### src/rtl/route_longest_prefix_lookup_core_assert.svh
// ---------------------------------------------------------------------------
// route lookup assertion macros
// shared concurrent assertion forms, clocked and reset-qualified
// ---------------------------------------------------------------------------
`ifndef ROUTE_LONGEST_PREFIX_LOOKUP_CORE_ASSERT_SVH
`define ROUTE_LONGEST_PREFIX_LOOKUP_CORE_ASSERT_SVH

// antecedent implies consequent in the same cycle
`define RLPL_ASSERT_SAME(label, clk, rst_n, ante, cons) \
  label: assert property (@(posedge clk) disable iff (!rst_n) (ante) |-> (cons)) \
    else $error("rlpl assertion failed");

// antecedent implies consequent in the next cycle
`define RLPL_ASSERT_NEXT(label, clk, rst_n, ante, cons) \
  label: assert property (@(posedge clk) disable iff (!rst_n) (ante) |=> (cons)) \
    else $error("rlpl assertion failed");

`endif

### src/rtl/rlpl_pkg.sv
// ---------------------------------------------------------------------------
// rlpl_pkg
// types and codes shared by the route lookup block
// ---------------------------------------------------------------------------
package rlpl_pkg;

  localparam int unsigned ADDR_W   = 32;
  localparam int unsigned ENT_IDX_W = 4;
  localparam int unsigned CFG_IDX_W = 2;
  localparam int unsigned SRC_W     = 2;

  // register indexes
  localparam logic [CFG_IDX_W-1:0] REG_GATEWAY_IP    = 2'd0;
  localparam logic [CFG_IDX_W-1:0] REG_GATEWAY_VALID = 2'd1;
  localparam logic [CFG_IDX_W-1:0] REG_L3_CAPABLE    = 2'd2;

  // item function codes
  localparam logic FUNC_WRITE  = 1'b0;
  localparam logic FUNC_LOOKUP = 1'b1;

  // result source codes
  localparam logic [SRC_W-1:0] SRC_NONE    = 2'd0;
  localparam logic [SRC_W-1:0] SRC_TABLE   = 2'd1;
  localparam logic [SRC_W-1:0] SRC_GATEWAY = 2'd2;

  typedef struct packed {
    logic [ADDR_W-1:0] dest;
    logic [ADDR_W-1:0] mask;
    logic [ADDR_W-1:0] next_hop;
  } rlpl_entry_t;

  localparam int unsigned ENTRY_W = $bits(rlpl_entry_t);

  typedef enum logic [1:0] {
    ST_IDLE,
    ST_SCAN,
    ST_DRAIN,
    ST_DONE
  } rlpl_state_e;

endpackage

### src/rtl/rlpl_ram.sv
// ---------------------------------------------------------------------------
// rlpl_ram
// generic single write port, single read port ram with registered read
// ---------------------------------------------------------------------------
module rlpl_ram #(
  parameter int unsigned WIDTH = 96,
  parameter int unsigned DEPTH = 16
) (
  input  logic                                   clk_i,
  input  logic                                   we_i,
  input  logic [(DEPTH > 1 ? $clog2(DEPTH) : 1)-1:0] waddr_i,
  input  logic [WIDTH-1:0]                       wdata_i,
  input  logic                                   re_i,
  input  logic [(DEPTH > 1 ? $clog2(DEPTH) : 1)-1:0] raddr_i,
  output logic [WIDTH-1:0]                       rdata_o
);

  logic [WIDTH-1:0] mem_q [DEPTH];
  logic [WIDTH-1:0] rdata_q;

  always_ff @(posedge clk_i) begin
    if (we_i) begin
      mem_q[waddr_i] <= wdata_i;
    end
    if (re_i) begin
      rdata_q <= mem_q[raddr_i];
    end
  end

  assign rdata_o = rdata_q;

endmodule

### src/rtl/rlpl_match.sv
// ---------------------------------------------------------------------------
// rlpl_match
// shared compare unit: prefix match of one stored route against the target
// ---------------------------------------------------------------------------
module rlpl_match
  import rlpl_pkg::*;
(
  input  logic [ADDR_W-1:0] target_i,
  input  rlpl_entry_t       entry_i,
  input  logic              valid_i,
  input  logic [ADDR_W-1:0] best_mask_i,
  output logic              take_o
);

  logic prefix_eq;

  assign prefix_eq = ((target_i ^ entry_i.dest) & entry_i.mask) == '0;
  // strictly larger mask wins, so earlier entries keep ties and zero masks never win
  assign take_o    = valid_i && prefix_eq && (entry_i.mask > best_mask_i);

endmodule

### src/rtl/route_longest_prefix_lookup_core.sv
// ---------------------------------------------------------------------------
// route_longest_prefix_lookup_core
// ipv4 longest prefix match over a small route table with default gateway
// ---------------------------------------------------------------------------
// Items enter on the s_axis channel: tuser selects a route write or a lookup.
// A write stores one entry into the route ram and returns an all-zero result
// without a table scan. A lookup reads one entry per cycle from the route
// ram and runs it through a single compare unit; after the last read a drain
// state lets its data reach the compare before the result is loaded into the
// output register. With the table search switched off a lookup skips the
// scan. One item is in flight at a time; s_axis_tready is low while it is
// worked on.
// A finished result sits in the output register until taken; the block takes
// the next item meanwhile and holds its result back while m_axis stalls.
// Reset clears all entry valid bits, the gateway registers and the output valid flag;
// no clearing pass is needed, the table is usable straight away.
// Configuration writes (gateway address, gateway valid, l3 capable) must be
// made while the block is idle.
// ---------------------------------------------------------------------------
`include "route_longest_prefix_lookup_core_assert.svh"

module route_longest_prefix_lookup_core
  import rlpl_pkg::*;
#(
  parameter int unsigned ROUTE_ENTRIES = 16
) (
  input  logic                 clk_i,
  input  logic                 rst_ni,
  // config port
  input  logic                 cfg_we_i,
  input  logic [CFG_IDX_W-1:0] cfg_idx_i,
  input  logic [ADDR_W-1:0]    cfg_data_i,
  // input channel
  input  logic                 s_axis_tvalid,
  output logic                 s_axis_tready,
  // entry_index, entry_valid, route_dest, route_mask, route_next_hop, target_ip
  input  logic [135:0]         s_axis_tdata,
  // func
  input  logic [0:0]           s_axis_tuser,
  // output channel
  output logic                 m_axis_tvalid,
  input  logic                 m_axis_tready,
  // found, next_hop_ip, matched_mask
  output logic [71:0]          m_axis_tdata,
  // route_source
  output logic [SRC_W-1:0]     m_axis_tuser
);

  localparam int unsigned IDX_W = (ROUTE_ENTRIES > 1) ? $clog2(ROUTE_ENTRIES) : 1;
  localparam logic [IDX_W-1:0] LAST_IDX = IDX_W'(ROUTE_ENTRIES - 1);

  // input unpacking
  logic [ENT_IDX_W-1:0] in_entry_index;
  logic                 in_entry_valid;
  rlpl_entry_t          in_entry;
  logic [ADDR_W-1:0]    in_target;
  logic                 in_func;

  assign in_entry_index    = s_axis_tdata[3:0];
  assign in_entry_valid    = s_axis_tdata[4];
  assign in_entry.dest     = s_axis_tdata[36:5];
  assign in_entry.mask     = s_axis_tdata[68:37];
  assign in_entry.next_hop = s_axis_tdata[100:69];
  assign in_target         = s_axis_tdata[132:101];
  assign in_func           = s_axis_tuser[0];

  // config registers
  logic [ADDR_W-1:0] gw_ip_q;
  logic              gw_valid_q;
  logic              l3_cap_q;

  always_ff @(posedge clk_i or negedge rst_ni) begin
    if (!rst_ni) begin
      gw_ip_q    <= '0;
      gw_valid_q <= 1'b0;
      l3_cap_q   <= 1'b1;
    end else if (cfg_we_i) begin
      unique case (cfg_idx_i)
        REG_GATEWAY_IP:    gw_ip_q    <= cfg_data_i;
        REG_GATEWAY_VALID: gw_valid_q <= cfg_data_i[0];
        REG_L3_CAPABLE:    l3_cap_q   <= cfg_data_i[0];
        default: ;
      endcase
    end
  end

  // sequencer
  rlpl_state_e state_q, state_d;
  logic        in_acc;
  logic        out_free;
  logic        ram_re;
  logic        out_load;

  assign in_acc   = s_axis_tvalid && s_axis_tready;
  assign out_free = !m_axis_tvalid || m_axis_tready;

  logic [IDX_W-1:0] cnt_q;

  always_comb begin
    state_d = state_q;
    unique case (state_q)
      ST_IDLE: begin
        if (in_acc) begin
          if (in_func == FUNC_LOOKUP && l3_cap_q) begin
            state_d = ST_SCAN;
          end else begin
            state_d = ST_DONE;
          end
        end
      end
      ST_SCAN: begin
        if (cnt_q == LAST_IDX) begin
          state_d = ST_DRAIN;
        end
      end
      ST_DRAIN: state_d = ST_DONE;
      ST_DONE: begin
        if (out_free) begin
          state_d = ST_IDLE;
        end
      end
      default: state_d = ST_IDLE;
    endcase
  end

  always_comb begin
    s_axis_tready = 1'b0;
    ram_re        = 1'b0;
    out_load      = 1'b0;
    unique case (state_q)
      ST_IDLE:  s_axis_tready = 1'b1;
      ST_SCAN:  ram_re        = 1'b1;
      ST_DRAIN: ;
      ST_DONE:  out_load      = out_free;
      default: ;
    endcase
  end

  always_ff @(posedge clk_i or negedge rst_ni) begin
    if (!rst_ni) begin
      state_q <= ST_IDLE;
    end else begin
      state_q <= state_d;
    end
  end

  // route table: valid bits in flops, entries in ram
  logic [ENT_IDX_W+IDX_W-1:0] wr_idx_ext;
  logic [IDX_W-1:0]           wr_addr;
  logic                       wr_in_range;
  logic                       ram_we;
  logic [ROUTE_ENTRIES-1:0]   valid_q;
  rlpl_entry_t                rd_entry;

  assign wr_idx_ext  = {{IDX_W{1'b0}}, in_entry_index};
  assign wr_addr     = wr_idx_ext[IDX_W-1:0];
  assign wr_in_range = 32'(in_entry_index) < 32'(ROUTE_ENTRIES);
  assign ram_we      = in_acc && (in_func == FUNC_WRITE) && wr_in_range;

  always_ff @(posedge clk_i or negedge rst_ni) begin
    if (!rst_ni) begin
      valid_q <= '0;
    end else if (ram_we) begin
      valid_q[wr_addr] <= in_entry_valid;
    end
  end

  rlpl_ram #(
    .WIDTH (ENTRY_W),
    .DEPTH (ROUTE_ENTRIES)
  ) u_table (
    .clk_i   (clk_i),
    .we_i    (ram_we),
    .waddr_i (wr_addr),
    .wdata_i (in_entry),
    .re_i    (ram_re),
    .raddr_i (cnt_q),
    .rdata_o (rd_entry)
  );

  // scan bookkeeping: read data arrives in the cycle after its address
  logic             rd_pend_q;
  logic [IDX_W-1:0] rd_idx_q;

  always_ff @(posedge clk_i or negedge rst_ni) begin
    if (!rst_ni) begin
      cnt_q     <= '0;
      rd_pend_q <= 1'b0;
    end else begin
      rd_pend_q <= ram_re;
      if (in_acc) begin
        cnt_q <= '0;
      end else if (ram_re) begin
        cnt_q <= cnt_q + 1'b1;
      end
    end
  end

  always_ff @(posedge clk_i) begin
    rd_idx_q <= cnt_q;
  end

  // best route so far; a nonzero best mask means a table hit
  logic [ADDR_W-1:0] target_q;
  logic              lookup_q;
  logic [ADDR_W-1:0] best_mask_q;
  logic [ADDR_W-1:0] best_hop_q;
  logic              take;

  rlpl_match u_match (
    .target_i    (target_q),
    .entry_i     (rd_entry),
    .valid_i     (rd_pend_q && valid_q[rd_idx_q]),
    .best_mask_i (best_mask_q),
    .take_o      (take)
  );

  always_ff @(posedge clk_i) begin
    if (in_acc) begin
      target_q    <= in_target;
      lookup_q    <= in_func == FUNC_LOOKUP;
      best_mask_q <= '0;
      best_hop_q  <= '0;
    end else if (take) begin
      best_mask_q <= rd_entry.mask;
      best_hop_q  <= rd_entry.next_hop;
    end
  end

  // result selection
  logic              hit;
  logic              res_found;
  logic [ADDR_W-1:0] res_hop;
  logic [ADDR_W-1:0] res_mask;
  logic [SRC_W-1:0]  res_src;

  assign hit = best_mask_q != '0;

  always_comb begin
    res_found = 1'b0;
    res_hop   = '0;
    res_mask  = '0;
    res_src   = SRC_NONE;
    if (lookup_q) begin
      if (hit) begin
        res_found = 1'b1;
        res_hop   = best_hop_q;
        res_mask  = best_mask_q;
        res_src   = SRC_TABLE;
      end else if (gw_valid_q) begin
        res_found = 1'b1;
        res_hop   = gw_ip_q;
        res_src   = SRC_GATEWAY;
      end
    end
  end

  // output register
  logic              m_valid_q;
  logic              o_found_q;
  logic [ADDR_W-1:0] o_hop_q;
  logic [ADDR_W-1:0] o_mask_q;
  logic [SRC_W-1:0]  o_src_q;

  always_ff @(posedge clk_i or negedge rst_ni) begin
    if (!rst_ni) begin
      m_valid_q <= 1'b0;
    end else if (out_load) begin
      m_valid_q <= 1'b1;
    end else if (m_axis_tready) begin
      m_valid_q <= 1'b0;
    end
  end

  always_ff @(posedge clk_i) begin
    if (out_load) begin
      o_found_q <= res_found;
      o_hop_q   <= res_hop;
      o_mask_q  <= res_mask;
      o_src_q   <= res_src;
    end
  end

  assign m_axis_tvalid = m_valid_q;
  assign m_axis_tdata  = {7'd0, o_mask_q, o_hop_q, o_found_q};
  assign m_axis_tuser  = o_src_q;

  // checks
  `RLPL_ASSERT_NEXT(a_busy_after_accept, clk_i, rst_ni, in_acc, !s_axis_tready)
  `RLPL_ASSERT_SAME(a_table_has_mask, clk_i, rst_ni,
    m_axis_tvalid && (m_axis_tuser == SRC_TABLE), m_axis_tdata[64:33] != '0)
  `RLPL_ASSERT_SAME(a_none_is_zero, clk_i, rst_ni,
    m_axis_tvalid && (m_axis_tuser == SRC_NONE), m_axis_tdata == '0)

endmodule
### config.mk
export PLATFORM = sky130hd
export DESIGN_NAME = route_longest_prefix_lookup_core
export DESIGN_NICKNAME = d
export VERILOG_FILES = /design/src/rtl/rlpl_pkg.sv /design/src/rtl/rlpl_ram.sv /design/src/rtl/rlpl_match.sv /design/src/rtl/route_longest_prefix_lookup_core.sv
export VERILOG_INCLUDE_DIRS = /design/src /design/src/rtl
export SDC_FILE = /design/constraint.sdc
export NUM_CORES = 2
export LEC_CHECK = 0
export ABC_AREA = 1
export BUFFER_PORTS_ARGS = -buffer_cell sky130_fd_sc_hd__buf_2
export CORE_ASPECT_RATIO = 0.8
export CORE_MARGIN = 5
export CORE_UTILIZATION = 46
export DETAILED_ROUTE_END_ITERATION = 6
export PLACE_DENSITY = 0.6
export RECOVER_POWER = 100
export SYNTH_ARGS = -nofsm -noshare
export SYNTH_HDL_FRONTEND = slang
export SYNTH_SLANG_ARGS = --single-unit
### constraint.sdc
create_clock -name clk_i -period 18.35 [get_ports clk_i]
set_clock_uncertainty 0.2 [all_clocks]
set_input_delay 3.67 -clock clk_i [delete_from_list [all_inputs] [get_ports clk_i]]
set_output_delay 3.67 -clock clk_i [all_outputs]
set_load 0.05 [all_outputs]
* After elaboration in Yosys (flattened, before gate mapping)
Memories as Yosys holds them, arrays and structs flattened. A register that Yosys moved wholly into a read port is not among the register bits.
Cells that the tools add are included.
** Storage, ports and cells
- Flip-flop bits (word level) :: 226
- Latch bits :: 0
- Memory bits (writable) :: 1536
- Bits in read-only memories :: 0
- Bits of input ports :: 176
- Output and inout port bits :: 76
- Word-level logic and storage cells :: 83
- Memories :: 1
** Memories
- u_table.mem_q :: depth 16, bits a word 96, rd ports 1, clocked after Yosys merged registers in 1, wr ports 1, line rlpl_ram.sv:18 : logic [WIDTH-1:0] mem_q [DEPTH];
** Operators by class
- Add/sub/neg operators :: 1
- Multiply operators :: 0
- Divide/modulo/power cells :: 0
- Order comparisons :: 4
- Equality and inequality tests :: 9
- Shift operators :: 0
- Multiplexer cells :: 25
- Bitwise logic cells :: 4
- Reduce and logical (&&, ||, !) cells :: 21
** Operator list (count)
- 2-to-1 mux 32 bit :: 2
- AND 32 bit :: 1
- > comparator 32 bit :: 1
- logical NOT 32 bit :: 1
- nonzero test 32 bit :: 1
- XOR 32 bit :: 1
- bitwise mux 16 bit :: 1
- 2-to-1 mux 1 bit :: 12
- less-than comparator 4 x 5 -> 1 bit (second input constant) :: 2
- 2-to-1 mux 2 bit :: 5
- 2-to-1 mux 4 bit :: 2
- case mux 2 bit (4 select lines) :: 1
- AND reduction 2 bit :: 4
- logical AND 1 bit :: 7
- equality test 2 bit (second input constant) :: 3
- != test 2 bit (second input constant) :: 3
- adder 4 x 1 -> 4 bit (second input constant) :: 1
- binary-select mux 1 bit (select 4 bit) :: 1
- demux 1 bit (select 4 bit) :: 1
- equality test 2 x 1 -> 1 bit (second input constant) :: 2
- equality test 4 bit (second input constant) :: 1
- greater-or-equal comparator 4 x 1 -> 1 bit (second input constant) :: 1
- logical NOT 2 bit :: 2
- nonzero test 2 bit :: 2
- 5 further kinds :: 6

* Depth between registers and ports, before layout
- Word-level depth :: 6
- Mapped depth :: 17
- Mapped depth without buffers :: 15

* Hierarchy
From an unflattened synthesis, not the netlist that was laid out.
** Second synthesis, totals
- Cell total of the unflattened synthesis :: 7411
- Area, all modules :: 78915.7 sq um
** Modules (own cells, without submodules)
- rlpl_ram :: times used 1, cells an instance 6302, area an instance 68669.6 sq um, sequential area each 49007.0 sq um
- route_longest_prefix_lookup_core :: times used 1, cells an instance 830, area an instance 8765.9 sq um, sequential area each 5816.8 sq um
- rlpl_match :: times used 1, cells an instance 279, area an instance 1480.2 sq um, sequential area each 0.0 sq um

* Least setup slack after synthesis
Ideal clock, no wire load.
- Path type :: input port to flip-flop
- Start :: input s_axis_tvalid
- End :: register valid_q[4]
- Library setup time :: 330 ps
- Data arrival time :: 8422 ps
- Required time :: 17820 ps
- Setup slack :: 9399 ps
- Stages on the path :: 5
- Path buffers :: 0
- Cell sequence :: nand2_1 > nor2_1 > nand3_1 > nor2_1 > a21oi_1
** Between the ends
- Cells in the longest elaborated chain, start to end :: 2
** Ends and longest elaborated chain
- from (decl) :: line route_longest_prefix_lookup_core.sv:34 : input logic s_axis_tvalid,
- logical AND 1 bit :: line route_longest_prefix_lookup_core.sv:94 : assign in_acc = s_axis_tvalid && s_axis_tready;
- logical AND 1 bit :: line route_longest_prefix_lookup_core.sv:158 : assign ram_we = in_acc && (in_func == FUNC_WRITE) && wr_in_range;
- to (signal, indexed assignment) :: line route_longest_prefix_lookup_core.sv:164 : valid_q[wr_addr] <= in_entry_valid;
- to (decl) :: line route_longest_prefix_lookup_core.sv:152 : logic [ROUTE_ENTRIES-1:0] valid_q;
Every way passes these cells.
A chain may end at the register's enable or synchronous reset.

* Worst setup path in the final report
- Start :: input s_axis_tvalid
- End :: memory u_table.mem_q[0][91], enable pin
** Between the ends
- Cells in the longest elaborated chain, start to end :: 4
** Ends and longest elaborated chain
- logical AND 1 bit :: line route_longest_prefix_lookup_core.sv:94
- logical AND 1 bit :: line route_longest_prefix_lookup_core.sv:158
- 2-to-1 mux 1 bit :: line rlpl_ram.sv:22 : if (we_i) begin
- 2-to-1 mux 1 bit (implied by the code) :: line rlpl_ram.sv:23 : mem_q[waddr_i] <= wdata_i;
- to (decl) :: line rlpl_ram.sv:18
Every way passes these cells.

==> summary.md <==
| Metric | Value |
|---|---|
| Sequential element share of the synthesized area | `around 76%` |
| CTS resizes | `0` |
| Post-CTS setup buffer count | `0` |
| Post-synthesis cell count | `5396` |
| Met1 GRT Util | `approximately 33%` |
| Period utilization | `between 60% and 70%` |
| Area after DPL | `roughly 75000 sq um` |
| Max stage delay cell, worst path | `clkbuf_1` |
| Routability cong. | `0.799` |
| Post-DR vias/cell | `~5.8` |
| CTS H-tree lvls | `4` |
| Internal Power | `about 7.9 mW` |
| Sw Ratio | `34.0%` |
| Slew HR | `-501%` |
| CTS tree | `yes` |
| DP Wirelength | `96500 um` |
| Cell class contributing the biggest share of worst-path delay | `simple AND/OR/NAND/NOR gates` |
| Largest net degree at the start of global routing | `230` |
| P&R area growth vs syn | `11.6%` |
| Max Clk Rate | `0.0825 GHz` |
| Worst Tran Pin Value | `9.01 ns` |
| Clock slew at reported path FFs | `about 0.060 ns` |
| Yosys top cell area share | `a little under three quarters` |
| Hold Crit Start | `best_hop_q[27]` |
| Seq cells post-synth | `~1900` |
| Crit Path Max Fanout | `69` |
| Hold Path Class | `reg2reg` |
| Initial antenna violation count | `29` |
| P_sw | `~4.1 mW` |
| Initial Utilization | `roughly 46%` |
| MaxCap Viol Count | `43` |
| # hold bufs at CTS | `0` |
| Global route overflow | `0` |
| First-pass GRT wire length | `285000 um` |
| FP Rows | `130` |
| CTS sink cnt | `approximately 1900` |
| TNS Setup | `0 ns` |
| Full die area | `166000 sq um` |
| Busiest layer in global routing | `met2` |
| Area contributors post-synth | `edfxtp_1, o21ai_0, nor2_1` |
| Pwr dens | `between 100 and 150 nW/um^2` |
| YS warnings | `0` |
| DR vias | `roughly 45000` |
| Final Hold Fails | `0` |
| Clk root buf | `clkbuf_16` |
| TritonRoute pass-1 iters | `5` |
| Number of global-route vias before repair | `~43000` |
| RSZ-0062 raised after global routing | `no` |
| Worst setup SP type | `input pin` |
| Top Ports | `252` |
| Final min period | `around 12 ns` |
| Setup-failing EPs final | `0` |
| Routed Antenna Nets | `0` |
| DRT iter0 DRCs | `between 4000 and 5000` |
| Buffers on Ports | `roughly 240` |
| Detailed Route WL | `around 200000 um` |
| Buf/Inv on CP | `3` |
| Cell Area, Synth | `about 72000 sq um` |
| Chip height | `about 370 um` |
| Nets@finish | `around 5700` |
| Met3 GRT Util | `4.08%` |
| Clk Latency, worst-skew pair | `0.80 ns` |
| Power share of the sequential group | `43.2%` |
| Worst r2r src | `cnt_q[0]` |
| CTS Buf Count | `181` |
| Arr. time, crit path | `12.34 ns` |
| Overall routing resource usage | `a little under a quarter` |
| Logic pwr share | `26.4%` |
| Leakage | `roughly 27 nW` |
| Crit-path cells | `clkbuf_1 -> nand2_1 -> nor2_1 -> nand3_1 -> nor2_1 -> clkbuf_1 -> buf_4` |
| Clock Power Share | `30.4%` |
| # DRC | `0` |
| Slew Limit Fails | `approximately 2200` |
| Post-synth top area cell | `edfxtp_1` |
| Finished Cell Area | `a little over 80000 sq um` |
| Distinct cells, synth | `38` |
| Core area | `about 160000 sq um` |
| Violated checks | `max-capacitance violations, max-slew violations` |
| Required @ worst endpoint | `around 19 ns` |
| Share of post-route cells with drive strength above 1 | `7.27%` |
| Die width | `roughly 450 um` |
| Crit. End Element | `flip-flop` |
| Routed len/inst | `~25 um` |
| Average size of a mapped cell | `between 10 and 15 sq um` |
| Max incr delay on CP | `2.83 ns` |
| Met2 Use GR | `37.2%` |
| Peak supply drop | `141 uV` |
| Status | `finished with violations` |
| Crit. Startpoint | `s_axis_tvalid` |
| Max Buffers Root-to-Sink | `3` |
| Worst setup path category | `in2reg` |
[per-stage QoR]
step | hold WS, ns | std cells | utilization [%] | power [mW] | setup WS, ns
finish | 0.278 | 7794 | 51.6 | 12.0 | 6.22
global route | 0.317 | 7787 | 51.6 | 12.6 | 5.49
CTS | 0.282 | 7779 | 51.9 | 12.0 | 10.91
detailed placement | 0.267 | 7442 | 48.1 | 8.35 | 10.05
global placement | 0.269 | 7442 | 48.1 | 8.29 | 10.10
floorplan | 0.142 | 5402 | - | 7.30 | 9.40
[flip-flops by register name, indices dropped and copies added, names as in the netlist, 16 cells and up]
| signal | flops |
|---|---|
| u_table.rdata_o | 96 |
| o_hop_q | 32 |
| valid_q | 16 |
| best_mask_q | 32 |
| target_q | 32 |
| best_hop_q | 32 |
| gw_ip_q | 32 |
| o_mask_q | 32 |
| u_table.mem_q | 1536 |
[placed cells by master, fill, tap and decap left out, types with 37 or more instances in the layout]
cell type and count:
inv_1 182, nand3_1 225, dfxtp_1 68, a21oi_1 91
edfxtp_1 1732, buf_2 69, o221ai_1 312, o22ai_1 73
o211ai_1 73, clkbuf_1 243, ha_1 37, dfrtp_1 57
nor2_1 911, nand2_1 379, clkbuf_16 186, o21ai_0 803
[power by group through the flow]
stage,Sequential (mW),Clock (mW),Combinational [mW]
floorplan,5.28,0,2.03
detailed placement,5.25,0,3.10
global route,5.20,3.89,3.49
CTS,5.16,3.71,3.10
finish,5.18,3.64,3.17
global placement,5.25,0,3.04
[path summary, 6_finish.rpt]
kind	slack (ns)	end	cells after the start
max	6.22	u_table.mem_q[0][91]	7
min	0.28	best_hop_q[27]	2
max reg2reg	6.51	u_table.rdata_o[66]	8
min reg2reg	0.28	best_hop_q[27]	2
max in group asynchronous	11.91	gw_ip_q[21]	2
min in group asynchronous	4.01	m_axis_tvalid	2
[area by class of cell]
class | count | area (sq um)
diodes | 15 | 37.5
clock inverters | 91 | 816
multi-input cells | 2982 | 15300
repair buffers | 304 | 1480
fillers | 13400 | 75900
well taps | 2112 | 2640
clock buffers | 246 | 5030
flip-flops and latches | 1858 | 54800
inverters | 186 | 719
[synth_stat cells]
cell,count
buf_1,17
buf_2,99
nor2_4,1
nand2_1,380
mux2_2,30
nand3_2,1
dfrtp_1,57
a211oi_1,1
edfxtp_1,1732
o22ai_1,73
o21a_1,5
buf_4,13
conb_1,1
a31oi_1,2
inv_1,183
a21oi_1,92
o211ai_1,73
buf_8,1
dfstp_2,1
o21ai_0,803
o221ai_1,312
o21ai_1,1
clkbuf_2,7
clkinv_1,2
nor2_1,912
nand4_1,9
nor3b_1,1
o21bai_1,1
and2_1,1
inv_2,1
nor3_1,2
clkbuf_1,226
a21oi_2,4
buf_6,13
ha_1,37
dfxtp_1,68
nand3_1,225
nor4_1,9
[worst register-to-register path: stages, from the launching register on]
cell,delay (ns)
dfrtp_1,1.66
clkinvlp_2,5.05
clkbuf_1,2.31
buf_4,0.89
buf_4,0.54
o21ai_0,0.34
o22ai_1,0.09
o211ai_1,0.23
nand2_1,0.22
[logic make-up (layout without fill, tap and decap cells)]
family,after synthesis,in the layout,synth area share [%]
buffers and inverters,562,827,3.31
adders and majority gates,37,37,0.639
AOI/OAI and AO/OA,1367,1367,11.5
muxes,30,30,0.466
other,1,22,0.00517
DFF,1858,1858,75.6
and+or+nand+nor,1541,1541,8.46
[metal layers]
metal	share of wire [%]	wire, um
met1	43	84700
met2	47	92000
met3	7.1	13900
met4	2.7	5220
met5	0.015	29
Note: power is estimated with default switching activity, not from simulation.
